## src/rtl/process_sleep_scheduler_assert.svh

```systemverilog
// assertion macros for the process sleep scheduler
// used by the top level; expects clk and rst_n in scope
`ifndef PROCESS_SLEEP_SCHEDULER_ASSERT_SVH
`define PROCESS_SLEEP_SCHEDULER_ASSERT_SVH

// same-cycle implication
`define PSS_ASSERT_SAME(lbl, a, b) \
    lbl: assert property (@(posedge clk) disable iff (!rst_n) (a) |-> (b)) \
        else $error("scheduler assertion failed");

// next-cycle implication
`define PSS_ASSERT_NEXT(lbl, a, b) \
    lbl: assert property (@(posedge clk) disable iff (!rst_n) (a) |=> (b)) \
        else $error("scheduler assertion failed");

`endif

```

## src/rtl/psched_pkg.sv

```systemverilog
// shared types and constants of the process sleep scheduler
// no dependencies
`default_nettype none

package psched_pkg;

    localparam int DEF_MAX_SLOTS = 16;
    localparam logic [9:0] TPS_RESET = 10'd100;

    localparam logic [2:0] CMD_CREATE    = 3'd0;
    localparam logic [2:0] CMD_TERMINATE = 3'd1;
    localparam logic [2:0] CMD_SLEEP     = 3'd2;
    localparam logic [2:0] CMD_TICK      = 3'd3;
    localparam logic [2:0] CMD_YIELD     = 3'd4;
    localparam logic [2:0] CMD_QUERY     = 3'd5;
    localparam logic [2:0] CMD_FAULT     = 3'd6;

    localparam logic [2:0] STS_OK      = 3'd0;
    localparam logic [2:0] STS_NO_SLOT = 3'd1;
    localparam logic [2:0] STS_IMG_BAD = 3'd2;
    localparam logic [2:0] STS_KFAULT  = 3'd3;
    localparam logic [2:0] STS_NO_RUN  = 3'd4;

    typedef struct packed {
        logic [2:0]  command;
        logic [15:0] seconds;
        logic        from_user_mode;
        logic        image_ok;
        logic [3:0]  target_id;
    } item_t;

    typedef struct packed {
        logic [2:0]  status;
        logic [3:0]  created_id;
        logic [3:0]  current_process;
        logic        idle;
        logic [31:0] tick_count;
        logic [31:0] user_time;
        logic [31:0] system_time;
    } result_t;

    typedef struct packed {
        logic [31:0] user_ticks;
        logic [31:0] system_ticks;
        logic [31:0] sleep_start;
        logic [15:0] sleep_seconds;
    } rec_t;

endpackage

`default_nettype wire

```

## src/rtl/psched_obuf.sv

```systemverilog
// one-entry output register between the scheduler core and the result stream
// depends on psched_pkg
`default_nettype none

module psched_obuf (
    input  wire                     clk,
    input  wire                     rst_n,
    input  wire                     in_valid,
    output logic                    in_ready,
    input  psched_pkg::result_t     in_res,
    output logic                    out_valid,
    input  wire                     out_ready,
    output psched_pkg::result_t     out_res
);
    import psched_pkg::*;

    logic    valid_reg;
    result_t res_reg;

    assign in_ready  = !valid_reg || out_ready;
    assign out_valid = valid_reg;
    assign out_res   = res_reg;

    always_ff @(posedge clk or negedge rst_n)
    begin
        if (!rst_n)
        begin
            valid_reg <= 1'b0;
        end
        else if (in_ready)
        begin
            valid_reg <= in_valid;
        end
    end

    always_ff @(posedge clk)
    begin
        if (in_ready && in_valid)
        begin
            res_reg <= in_res;
        end
    end

endmodule

`default_nettype wire

```

## src/rtl/psched_core.sv

```systemverilog
// scheduler sequencer with the link memory and the slot record memory
// depends on psched_pkg
`default_nettype none

module psched_core #(
    parameter int MAX_SLOTS = psched_pkg::DEF_MAX_SLOTS
) (
    input  wire                     clk,
    input  wire                     rst_n,
    input  wire                     cfg_we,
    input  wire [9:0]               cfg_wdata,
    input  wire                     in_valid,
    output logic                    in_ready,
    input  psched_pkg::item_t       in_item,
    output logic                    res_valid,
    input  wire                     res_ready,
    output psched_pkg::result_t     res
);
    import psched_pkg::*;

    localparam int IDW = (MAX_SLOTS > 1) ? $clog2(MAX_SLOTS) : 1;

    typedef enum logic [10:0] {
        S_IDLE  = 11'b000_0000_0001,
        S_POP   = 11'b000_0000_0010,
        S_SLP   = 11'b000_0000_0100,
        S_YLD   = 11'b000_0000_1000,
        S_TICK  = 11'b000_0001_0000,
        S_W_RD  = 11'b000_0010_0000,
        S_W_MUL = 11'b000_0100_0000,
        S_W_DEC = 11'b000_1000_0000,
        S_W_APP = 11'b001_0000_0000,
        S_FIN   = 11'b010_0000_0000,
        S_OUT   = 11'b100_0000_0000
    } state_t;

    logic [IDW-1:0] link_mem [MAX_SLOTS];
    rec_t           rec_mem  [MAX_SLOTS];

    state_t         state_reg, state_next;
    logic [IDW-1:0] rhead_reg, rhead_next, rtail_reg, rtail_next;
    logic           rne_reg, rne_next;
    logic [IDW-1:0] shead_reg, shead_next, stail_reg, stail_next;
    logic           sne_reg, sne_next;
    logic [31:0]    tick_reg, tick_next;
    logic [IDW:0]   free_reg, free_next;
    logic [9:0]     tps_reg;
    logic [2:0]     status_reg, status_next;
    logic [IDW-1:0] created_reg, created_next;
    item_t          item_reg;
    logic [IDW-1:0] cur_reg, cur_next, prev_reg, prev_next, nxt_reg, nxt_next;
    logic           hasp_reg, hasp_next, last_reg, last_next;
    logic [25:0]    need_reg, need_next;
    logic [31:0]    elap_reg, elap_next;

    logic           link_we;
    logic [IDW-1:0] link_waddr, link_wdata, link_raddr, link_q;
    logic           rec_we;
    logic [IDW-1:0] rec_waddr, rec_raddr;
    rec_t           rec_wdata, rec_q;
    logic           last_w;

    always_ff @(posedge clk)
    begin
        if (link_we)
        begin
            link_mem[link_waddr] <= link_wdata;
        end
        link_q <= link_mem[link_raddr];
    end

    always_ff @(posedge clk)
    begin
        if (rec_we)
        begin
            rec_mem[rec_waddr] <= rec_wdata;
        end
        rec_q <= rec_mem[rec_raddr];
    end

    assign in_ready  = (state_reg == S_IDLE);
    assign res_valid = (state_reg == S_OUT);
    assign last_w    = (cur_reg == stail_reg);

    always_comb
    begin
        res.status          = status_reg;
        res.created_id      = 4'(created_reg);
        res.current_process = rne_reg ? 4'(rhead_reg) : 4'd0;
        res.idle            = !rne_reg;
        res.tick_count      = tick_reg;
        res.user_time       = rne_reg ? rec_q.user_ticks : 32'd0;
        res.system_time     = rne_reg ? rec_q.system_ticks : 32'd0;
    end

    always_comb
    begin
        state_next   = state_reg;
        rhead_next   = rhead_reg;
        rtail_next   = rtail_reg;
        rne_next     = rne_reg;
        shead_next   = shead_reg;
        stail_next   = stail_reg;
        sne_next     = sne_reg;
        tick_next    = tick_reg;
        free_next    = free_reg;
        status_next  = status_reg;
        created_next = created_reg;
        cur_next     = cur_reg;
        prev_next    = prev_reg;
        nxt_next     = nxt_reg;
        hasp_next    = hasp_reg;
        last_next    = last_reg;
        need_next    = need_reg;
        elap_next    = elap_reg;
        link_we      = 1'b0;
        link_waddr   = rtail_reg;
        link_wdata   = rhead_reg;
        link_raddr   = rhead_reg;
        rec_we       = 1'b0;
        rec_waddr    = rhead_reg;
        rec_wdata    = rec_q;
        rec_raddr    = rhead_reg;

        case (state_reg)
            S_IDLE:
            begin
                if (in_valid)
                begin
                    status_next  = STS_OK;
                    created_next = '0;
                    state_next   = S_FIN;
                    case (in_item.command)
                        CMD_CREATE:
                        begin
                            if (free_reg == (IDW+1)'(MAX_SLOTS))
                            begin
                                status_next = STS_NO_SLOT;
                            end
                            else if (!in_item.image_ok)
                            begin
                                status_next = STS_IMG_BAD;
                            end
                            else
                            begin
                                rec_we       = 1'b1;
                                rec_waddr    = free_reg[IDW-1:0];
                                rec_wdata    = '0;
                                created_next = free_reg[IDW-1:0];
                                free_next    = free_reg + 1'b1;
                                if (rne_reg)
                                begin
                                    link_we    = 1'b1;
                                    link_waddr = rtail_reg;
                                    link_wdata = free_reg[IDW-1:0];
                                end
                                else
                                begin
                                    rhead_next = free_reg[IDW-1:0];
                                end
                                rtail_next = free_reg[IDW-1:0];
                                rne_next   = 1'b1;
                            end
                        end
                        CMD_TERMINATE, CMD_FAULT:
                        begin
                            if (in_item.command == CMD_FAULT && !in_item.from_user_mode)
                            begin
                                status_next = STS_KFAULT;
                            end
                            else if (!rne_reg)
                            begin
                                status_next = STS_NO_RUN;
                            end
                            else if (rhead_reg == rtail_reg)
                            begin
                                rne_next = 1'b0;
                            end
                            else
                            begin
                                state_next = S_POP;
                            end
                        end
                        CMD_SLEEP:
                        begin
                            if (!rne_reg)
                            begin
                                status_next = STS_NO_RUN;
                            end
                            else
                            begin
                                state_next = S_SLP;
                            end
                        end
                        CMD_TICK:
                        begin
                            if (rne_reg)
                            begin
                                state_next = S_TICK;
                            end
                            else
                            begin
                                tick_next = tick_reg + 32'd1;
                                if (sne_reg)
                                begin
                                    cur_next   = shead_reg;
                                    hasp_next  = 1'b0;
                                    state_next = S_W_RD;
                                end
                            end
                        end
                        CMD_YIELD:
                        begin
                            if (!rne_reg)
                            begin
                                status_next = STS_NO_RUN;
                            end
                            else if ((IDW+4)'(in_item.target_id) == (IDW+4)'(rhead_reg)
                                     && rhead_reg != rtail_reg)
                            begin
                                state_next = S_YLD;
                            end
                        end
                        CMD_QUERY:
                        begin
                            if (!rne_reg)
                            begin
                                status_next = STS_NO_RUN;
                            end
                        end
                        default:
                        begin
                            status_next = STS_OK;
                        end
                    endcase
                end
            end
            S_POP:
            begin
                rhead_next = link_q;
                state_next = S_FIN;
            end
            S_SLP:
            begin
                rec_we                  = 1'b1;
                rec_waddr               = rhead_reg;
                rec_wdata.sleep_start   = tick_reg;
                rec_wdata.sleep_seconds = item_reg.seconds;
                if (rhead_reg == rtail_reg)
                begin
                    rne_next = 1'b0;
                end
                else
                begin
                    rhead_next = link_q;
                end
                if (sne_reg)
                begin
                    link_we    = 1'b1;
                    link_waddr = stail_reg;
                    link_wdata = rhead_reg;
                end
                else
                begin
                    shead_next = rhead_reg;
                end
                stail_next = rhead_reg;
                sne_next   = 1'b1;
                state_next = S_FIN;
            end
            S_YLD:
            begin
                rhead_next = link_q;
                link_we    = 1'b1;
                link_waddr = rtail_reg;
                link_wdata = rhead_reg;
                rtail_next = rhead_reg;
                state_next = S_FIN;
            end
            S_TICK:
            begin
                rec_we    = 1'b1;
                rec_waddr = rhead_reg;
                if (item_reg.from_user_mode)
                begin
                    rec_wdata.user_ticks = rec_q.user_ticks + 32'd1;
                end
                else
                begin
                    rec_wdata.system_ticks = rec_q.system_ticks + 32'd1;
                end
                tick_next = tick_reg + 32'd1;
                if (sne_reg)
                begin
                    cur_next   = shead_reg;
                    hasp_next  = 1'b0;
                    state_next = S_W_RD;
                end
                else
                begin
                    state_next = S_FIN;
                end
            end
            S_W_RD:
            begin
                link_raddr = cur_reg;
                rec_raddr  = cur_reg;
                state_next = S_W_MUL;
            end
            S_W_MUL:
            begin
                need_next  = 26'(rec_q.sleep_seconds) * 26'(tps_reg);
                elap_next  = tick_reg - rec_q.sleep_start;
                nxt_next   = link_q;
                state_next = S_W_DEC;
            end
            S_W_DEC:
            begin
                last_next = last_w;
                if (elap_reg >= 32'(need_reg))
                begin
                    if (last_w && !hasp_reg)
                    begin
                        sne_next = 1'b0;
                    end
                    else
                    begin
                        if (!hasp_reg)
                        begin
                            shead_next = nxt_reg;
                        end
                        else
                        begin
                            link_we    = 1'b1;
                            link_waddr = prev_reg;
                            link_wdata = nxt_reg;
                        end
                        if (last_w)
                        begin
                            stail_next = prev_reg;
                        end
                    end
                    state_next = S_W_APP;
                end
                else
                begin
                    prev_next = cur_reg;
                    hasp_next = 1'b1;
                    if (last_w)
                    begin
                        state_next = S_FIN;
                    end
                    else
                    begin
                        cur_next   = nxt_reg;
                        state_next = S_W_RD;
                    end
                end
            end
            S_W_APP:
            begin
                if (rne_reg)
                begin
                    link_we    = 1'b1;
                    link_waddr = rtail_reg;
                    link_wdata = cur_reg;
                end
                else
                begin
                    rhead_next = cur_reg;
                end
                rtail_next = cur_reg;
                rne_next   = 1'b1;
                if (last_reg)
                begin
                    state_next = S_FIN;
                end
                else
                begin
                    cur_next   = nxt_reg;
                    state_next = S_W_RD;
                end
            end
            S_FIN:
            begin
                state_next = S_OUT;
            end
            S_OUT:
            begin
                if (res_ready)
                begin
                    state_next = S_IDLE;
                end
            end
            default:
            begin
                state_next = S_IDLE;
            end
        endcase
    end

    always_ff @(posedge clk or negedge rst_n)
    begin
        if (!rst_n)
        begin
            state_reg <= S_IDLE;
            rhead_reg <= '0;
            rtail_reg <= '0;
            rne_reg   <= 1'b0;
            shead_reg <= '0;
            stail_reg <= '0;
            sne_reg   <= 1'b0;
            tick_reg  <= '0;
            free_reg  <= '0;
            tps_reg   <= TPS_RESET;
        end
        else
        begin
            state_reg <= state_next;
            rhead_reg <= rhead_next;
            rtail_reg <= rtail_next;
            rne_reg   <= rne_next;
            shead_reg <= shead_next;
            stail_reg <= stail_next;
            sne_reg   <= sne_next;
            tick_reg  <= tick_next;
            free_reg  <= free_next;
            if (cfg_we)
            begin
                tps_reg <= cfg_wdata;
            end
        end
    end

    always_ff @(posedge clk)
    begin
        status_reg  <= status_next;
        created_reg <= created_next;
        cur_reg     <= cur_next;
        prev_reg    <= prev_next;
        nxt_reg     <= nxt_next;
        hasp_reg    <= hasp_next;
        last_reg    <= last_next;
        need_reg    <= need_next;
        elap_reg    <= elap_next;
        if (in_valid && state_reg == S_IDLE)
        begin
            item_reg <= in_item;
        end
    end

endmodule

`default_nettype wire

```

## src/rtl/process_sleep_scheduler.sv

```systemverilog
// top level of the process sleep scheduler: stream ports, core and output register
// depends on psched_pkg, psched_core, psched_obuf and process_sleep_scheduler_assert.svh
//
// channel     dir  width  fields
// s_axis      in   32     command, seconds, from_user_mode, image_ok, target_id
// m_axis      out  112    status, created_id, current_process, idle, tick_count,
//                         user_time, system_time
// cfg         in   10     ticks_per_second
//
// one command at a time: create, query, a non-rotating yield and the status-only
// cases finish directly; sleep, a rotating yield and a terminate or fault that
// leaves another slot ready pass S_SLP, S_YLD or S_POP; a tick charges the running slot,
// then walks the sleepers, bound by the single read port of the slot record memory
// reset clears lists, counters and the free-slot count; no memory clearing pass
// a result waits in the output register; the next command is taken meanwhile
`default_nettype none

module process_sleep_scheduler #(
    parameter int MAX_SLOTS = psched_pkg::DEF_MAX_SLOTS
) (
    input  wire          clk,
    input  wire          rst_n,
    input  wire          cfg_we,
    input  wire  [9:0]   cfg_wdata,
    input  wire          s_axis_tvalid,
    output logic         s_axis_tready,
    // command, seconds, from_user_mode, image_ok, target_id, zero pad
    input  wire  [31:0]  s_axis_tdata,
    output logic         m_axis_tvalid,
    input  wire          m_axis_tready,
    // status, created_id, current_process, idle, tick_count, user_time,
    // system_time, zero pad
    output logic [111:0] m_axis_tdata
);
    import psched_pkg::*;

    item_t   item;
    result_t core_res, out_res;
    logic    core_valid, core_ready;

    always_comb
    begin
        item.command        = s_axis_tdata[2:0];
        item.seconds        = s_axis_tdata[18:3];
        item.from_user_mode = s_axis_tdata[19];
        item.image_ok       = s_axis_tdata[20];
        item.target_id      = s_axis_tdata[24:21];
    end

    psched_core #(
        .MAX_SLOTS (MAX_SLOTS)
    ) u_core (
        .clk       (clk),
        .rst_n     (rst_n),
        .cfg_we    (cfg_we),
        .cfg_wdata (cfg_wdata),
        .in_valid  (s_axis_tvalid),
        .in_ready  (s_axis_tready),
        .in_item   (item),
        .res_valid (core_valid),
        .res_ready (core_ready),
        .res       (core_res)
    );

    psched_obuf u_obuf (
        .clk       (clk),
        .rst_n     (rst_n),
        .in_valid  (core_valid),
        .in_ready  (core_ready),
        .in_res    (core_res),
        .out_valid (m_axis_tvalid),
        .out_ready (m_axis_tready),
        .out_res   (out_res)
    );

    assign m_axis_tdata = {4'b0, out_res.system_time, out_res.user_time, out_res.tick_count,
                           out_res.idle, out_res.current_process, out_res.created_id,
                           out_res.status};

`include "process_sleep_scheduler_assert.svh"

    `PSS_ASSERT_NEXT(a_one_cmd, s_axis_tvalid && s_axis_tready, !s_axis_tready)
    `PSS_ASSERT_SAME(a_idle_clear, m_axis_tvalid && m_axis_tdata[11],
        m_axis_tdata[10:7] == 4'd0 && m_axis_tdata[107:44] == 64'd0)
    `PSS_ASSERT_SAME(a_status_range, m_axis_tvalid, m_axis_tdata[2:0] <= STS_NO_RUN)

endmodule

`default_nettype wire
```

## config.mk

```make
export PLATFORM = sky130hd
export DESIGN_NAME = process_sleep_scheduler
export DESIGN_NICKNAME = d
export VERILOG_FILES = /design/src/rtl/psched_pkg.sv /design/src/rtl/psched_obuf.sv /design/src/rtl/psched_core.sv /design/src/rtl/process_sleep_scheduler.sv
export VERILOG_INCLUDE_DIRS = /design/src /design/src/rtl
export SDC_FILE = /design/constraint.sdc
export NUM_CORES = 2
export LEC_CHECK = 0
export BUFFER_PORTS_ARGS = -buffer_cell sky130_fd_sc_hd__buf_4
export CAP_MARGIN = 20
export CORE_MARGIN = 2
export CORE_UTILIZATION = 45
export CTS_CLUSTER_DIAMETER = 200
export DETAILED_ROUTE_END_ITERATION = 8
export GPL_TIMING_DRIVEN = 0
export HOLD_SLACK_MARGIN = 0.02
export PLACE_DENSITY_LB_ADDON = 0.25
export RECOVER_POWER = 100
export SLEW_MARGIN = 10
export SYNTH_ARGS = -nofsm -noshare
export SYNTH_HDL_FRONTEND = slang
export SYNTH_HIERARCHICAL = 1
export SYNTH_SLANG_ARGS = --single-unit
```

## constraint.sdc

```tcl
create_clock -name clk -period 9.9 [get_ports clk]
set_input_delay 1.98 -clock clk [delete_from_list [all_inputs] [get_ports clk]]
set_output_delay 1.98 -clock clk [all_outputs]
set_load 0.005 [all_outputs]
```

==> results.sh <==
export IMPL_crit_buf_inv=6
export IMPL_largest_reg_flops=1792
export IMPL_first_pass_iters=9
export IMPL_clk_latency_ps=890
export IMPL_synth_ff_type="edfxtp_1"
export IMPL_cts_resized=0
export IMPL_grt_pass1_wl_um=402000
export IMPL_htreeDepth=4
export IMPL_crit_fanout=24
export IMPL_finalSetupViolCount=0
export IMPL_cp_slowest_cell="clkbuf_1"
export IMPL_worst_ep_required_time_ps=10460
export IMPL_skew_ps=55.1
export IMPL_p_sw_mw=18.0
export IMPL_fin_util=0.513
export IMPL_rows=169
export IMPL_path_cells="clkbuf_1 > nor3_1 > and3b_1 > nand3_1 > clkbuf_1 > o21ai_0 > nand2_1 > nor2_1 > clkbuf_1 > clkbuf_1 > clkbuf_1 > buf_12"
export IMPL_yosysSeqAreaShare=0.687
export IMPL_cp_start_kind="input port"
export IMPL_whs_ps=419
export IMPL_pwr_share_comb=0.483
export IMPL_tightest_slew_ps=3300
export IMPL_placed_cells=10300
export IMPL_first_global_vias=61600
export IMPL_p_leak_nw=36.8
export IMPL_maxCapViolCount=77
export IMPL_final_layout_size_suffix_gt1_frac=0.0786
export IMPL_drt_iter0_drc=7661
export IMPL_grt_usage=0.249
export IMPL_maxSlewHeadroom=-1.20
export IMPL_final_nets=8019
export IMPL_path_clk_slew_ps=60
export IMPL_final_cell_mix="edfxtp_1 (2,060), nand2_1 (1,223), a211oi_1 (583)"
export IMPL_max_flop_register="u_core/rec_mem"
export IMPL_ctsRootBufferMaster="clkbuf_16"
export IMPL_overflow=0
export IMPL_synth_cell_types=88
export IMPL_async_flop_share=0.0342
export IMPL_ant_nets=0
export IMPL_grt_max_degree=55
export IMPL_crit_top_cell="clkbuf_1"
export IMPL_intPower_mw=24.2
export IMPL_peakVddDrop_v=0.000912
export IMPL_core_area_um2=212000
export IMPL_crit_path_max_incr_delay_ps=1230
export IMPL_numCtsBuffers=224
export IMPL_fin_crit_sh=0.861
export IMPL_vias=63400
export IMPL_place_congestion=0.892
export IMPL_rsz0062_at_grt="false"
export IMPL_clock_sinks=2253
export IMPL_status="complete, but fails checks"
export IMPL_synth_warnings=6
export IMPL_pwr_share_seq=0.314
export IMPL_wl_um=275000
export IMPL_cts_tree="yes"
export IMPL_final_common_cell="edfxtp_1"
export IMPL_antenna_found_initial=19
export IMPL_cts_setup_buffers=0
export IMPL_hold_buffers=0
export IMPL_synth_edff_count=2060
export IMPL_setup_tns_ps=0
export IMPL_stdcell_count=10800
export IMPL_crit_arrival_ps=9080
export IMPL_p_clk_frac=0.203
export IMPL_p_per_area_nw_per_um2=387
export IMPL_start_util=0.453
export IMPL_fmax_mhz=117
export IMPL_hpwlAfterDp_um=191000
export IMPL_numPortBuffers=146
export IMPL_areaGrowthSynthToFinish_pct=13.3
export IMPL_cp_end_kind="flip-flop"
export IMPL_syn_avg_cell_area_um2=13.3
export IMPL_worstSetupPathType="in -> reg"
export IMPL_design_area_um2=109000
export IMPL_drc_errors=0
export IMPL_wl_per_cell_um=25.5
export IMPL_synthesis_area_um2=96200
export IMPL_dieHeight_um=466
export IMPL_hp_class="reg -> reg"
export IMPL_syn_inst=7206
export IMPL_cts_buffer_depth=3
export IMPL_vias_per_cell=5.89
export IMPL_io_pins=161
export IMPL_ys_ff_latch=2253
export IMPL_die_area_um2=217000
export IMPL_crit_family="buffers and inverters"
export IMPL_violations="max-capacitance violations, max-slew violations"
export IMPL_fin_crit_ps=8520
export IMPL_dpl_instance_area_um2=103000
export IMPL_fp_dieW_um=466
export IMPL_swShare=0.426
export IMPL_hold_viol_final=0
export IMPL_drv_slew=1672
==> area by class of cell <==
type	instances	area [um^2]
clock buffers	285	5950
well taps	2821	3530
inverters	205	769
diodes	10	25.0
flip-flops and latches	2253	66100
fillers	18000	103000
plain buffers	488	2130
clock inverters	137	1460
multi-input cells	4263	27100
repair buffers	303	1910
==> power groups by stage <==
| stage | Sequential [mW] | Clock [mW] | Combinational [mW] |
|---|---|---|---|
| final | 13.2 | 8.55 | 20.4 |
| after global routing | 13.3 | 9.05 | 22.3 |
| after CTS | 13.2 | 8.68 | 20.3 |
| after detailed placement | 13.4 | 0 | 20.1 |
| after global placement | 13.4 | 0 | 19.5 |
| after floorplan | 13.2 | 0 | 12.8 |
==> through the flow <==
stage | setup WS [ps] | power [mW]
floorplan | 1130 | 26.1
global placement | -4750 | 32.9
detailed placement | 2940 | 33.5
CTS | 2820 | 42.2
global route | 1230 | 44.6
finish | 1380 | 42.2
==> cells in the mapped netlist (all sizes together), types with 7 or more instances <==
library cell	instances	share of area
edfxtp	2060	0.64
ha	123	0.016
xnor2	66	0.0060
buf	139	0.0087
and3	44	0.0029
nand4	30	0.0021
dfxtp	116	0.024
and2	621	0.040
a211oi	583	0.046
dfrtp	73	0.019
xor2	34	0.0031
mux2i	11	0.0011
nor2b	9	0.00059
a22o	48	0.0044
nand2	1223	0.048
clkbuf	349	0.014
o21ai	150	0.0078
mux2	24	0.0028
fa	111	0.023
nor4	29	0.0020
a21o	29	0.0023
o211ai	7	0.00055
o31ai	13	0.0010
nand3	53	0.0028
and4	12	0.0011
nand2b	10	0.00073
a21oi	313	0.016
nor3	31	0.0016
o21a	8	0.00062
nor2	94	0.0038
a311oi	234	0.021
a31oi	267	0.017
inv	205	0.0080
==> path summary, 6_finish.rpt <==
check,start,to,slack (ps),cells after the start
worst max-delay path,s_axis_tdata[1],u_core/rec_mem[5][55]$_DFFE_PP_,1380,12
worst min-delay path,u_core/created_reg[1]$_SDFFCE_PP0P_,u_obuf/out_res[102]$_DFFE_PP_,420,0
worst max register to register,u_core/state_reg[9]$_DFFE_PN0P_,u_core/rec_mem[5][55]$_DFFE_PP_,1750,12
worst min register to register,u_core/created_reg[1]$_SDFFCE_PP0P_,u_obuf/out_res[102]$_DFFE_PP_,420,0
max in group asynchronous,rst_n,u_core/tick_reg[26]$_DFFE_PN0P_,4780,2
min in group asynchronous,rst_n,u_core/state_reg[10]$_DFFE_PN0P_,1730,1
==> routing by layer <==
| layer | vias up | part of all wire | global-route usage |
|---|---|---|---|
| met2 | 3118 | 0.46 | 0.387 |
| li1 | 28100 | - | - |
| met3 | 513 | 0.093 | 0.0450 |
| met4 | 0 | 0.040 | 0.0989 |
| met1 | 31700 | 0.41 | 0.346 |
| met5 | - | 0 | 0 |
==> worst register-to-register path, cell delays in order (launching register included) <==
cell,delay [ps]
dfrtp_1,450
or4_1,640
nand4b_1,400
inv_1,180
nand3_1,550
clkbuf_1,590
o21ai_0,510
nand2_1,270
nor2_1,360
clkbuf_1,1230
clkbuf_1,1230
clkbuf_1,1100
buf_12,300
==> logic make-up after synthesis <==
family / synth area share
AO/OA/AOI/OAI: 0.121
multiplexers: 0.00399
buffers and inverters: 0.0303
XOR/XNOR: 0.00911
AND/OR/NAND/NOR: 0.109
other: 0.0000390
adder cells (fa/ha/maj): 0.0392
flip-flops: 0.687
Note: power is estimated with default switching activity, not from simulation.
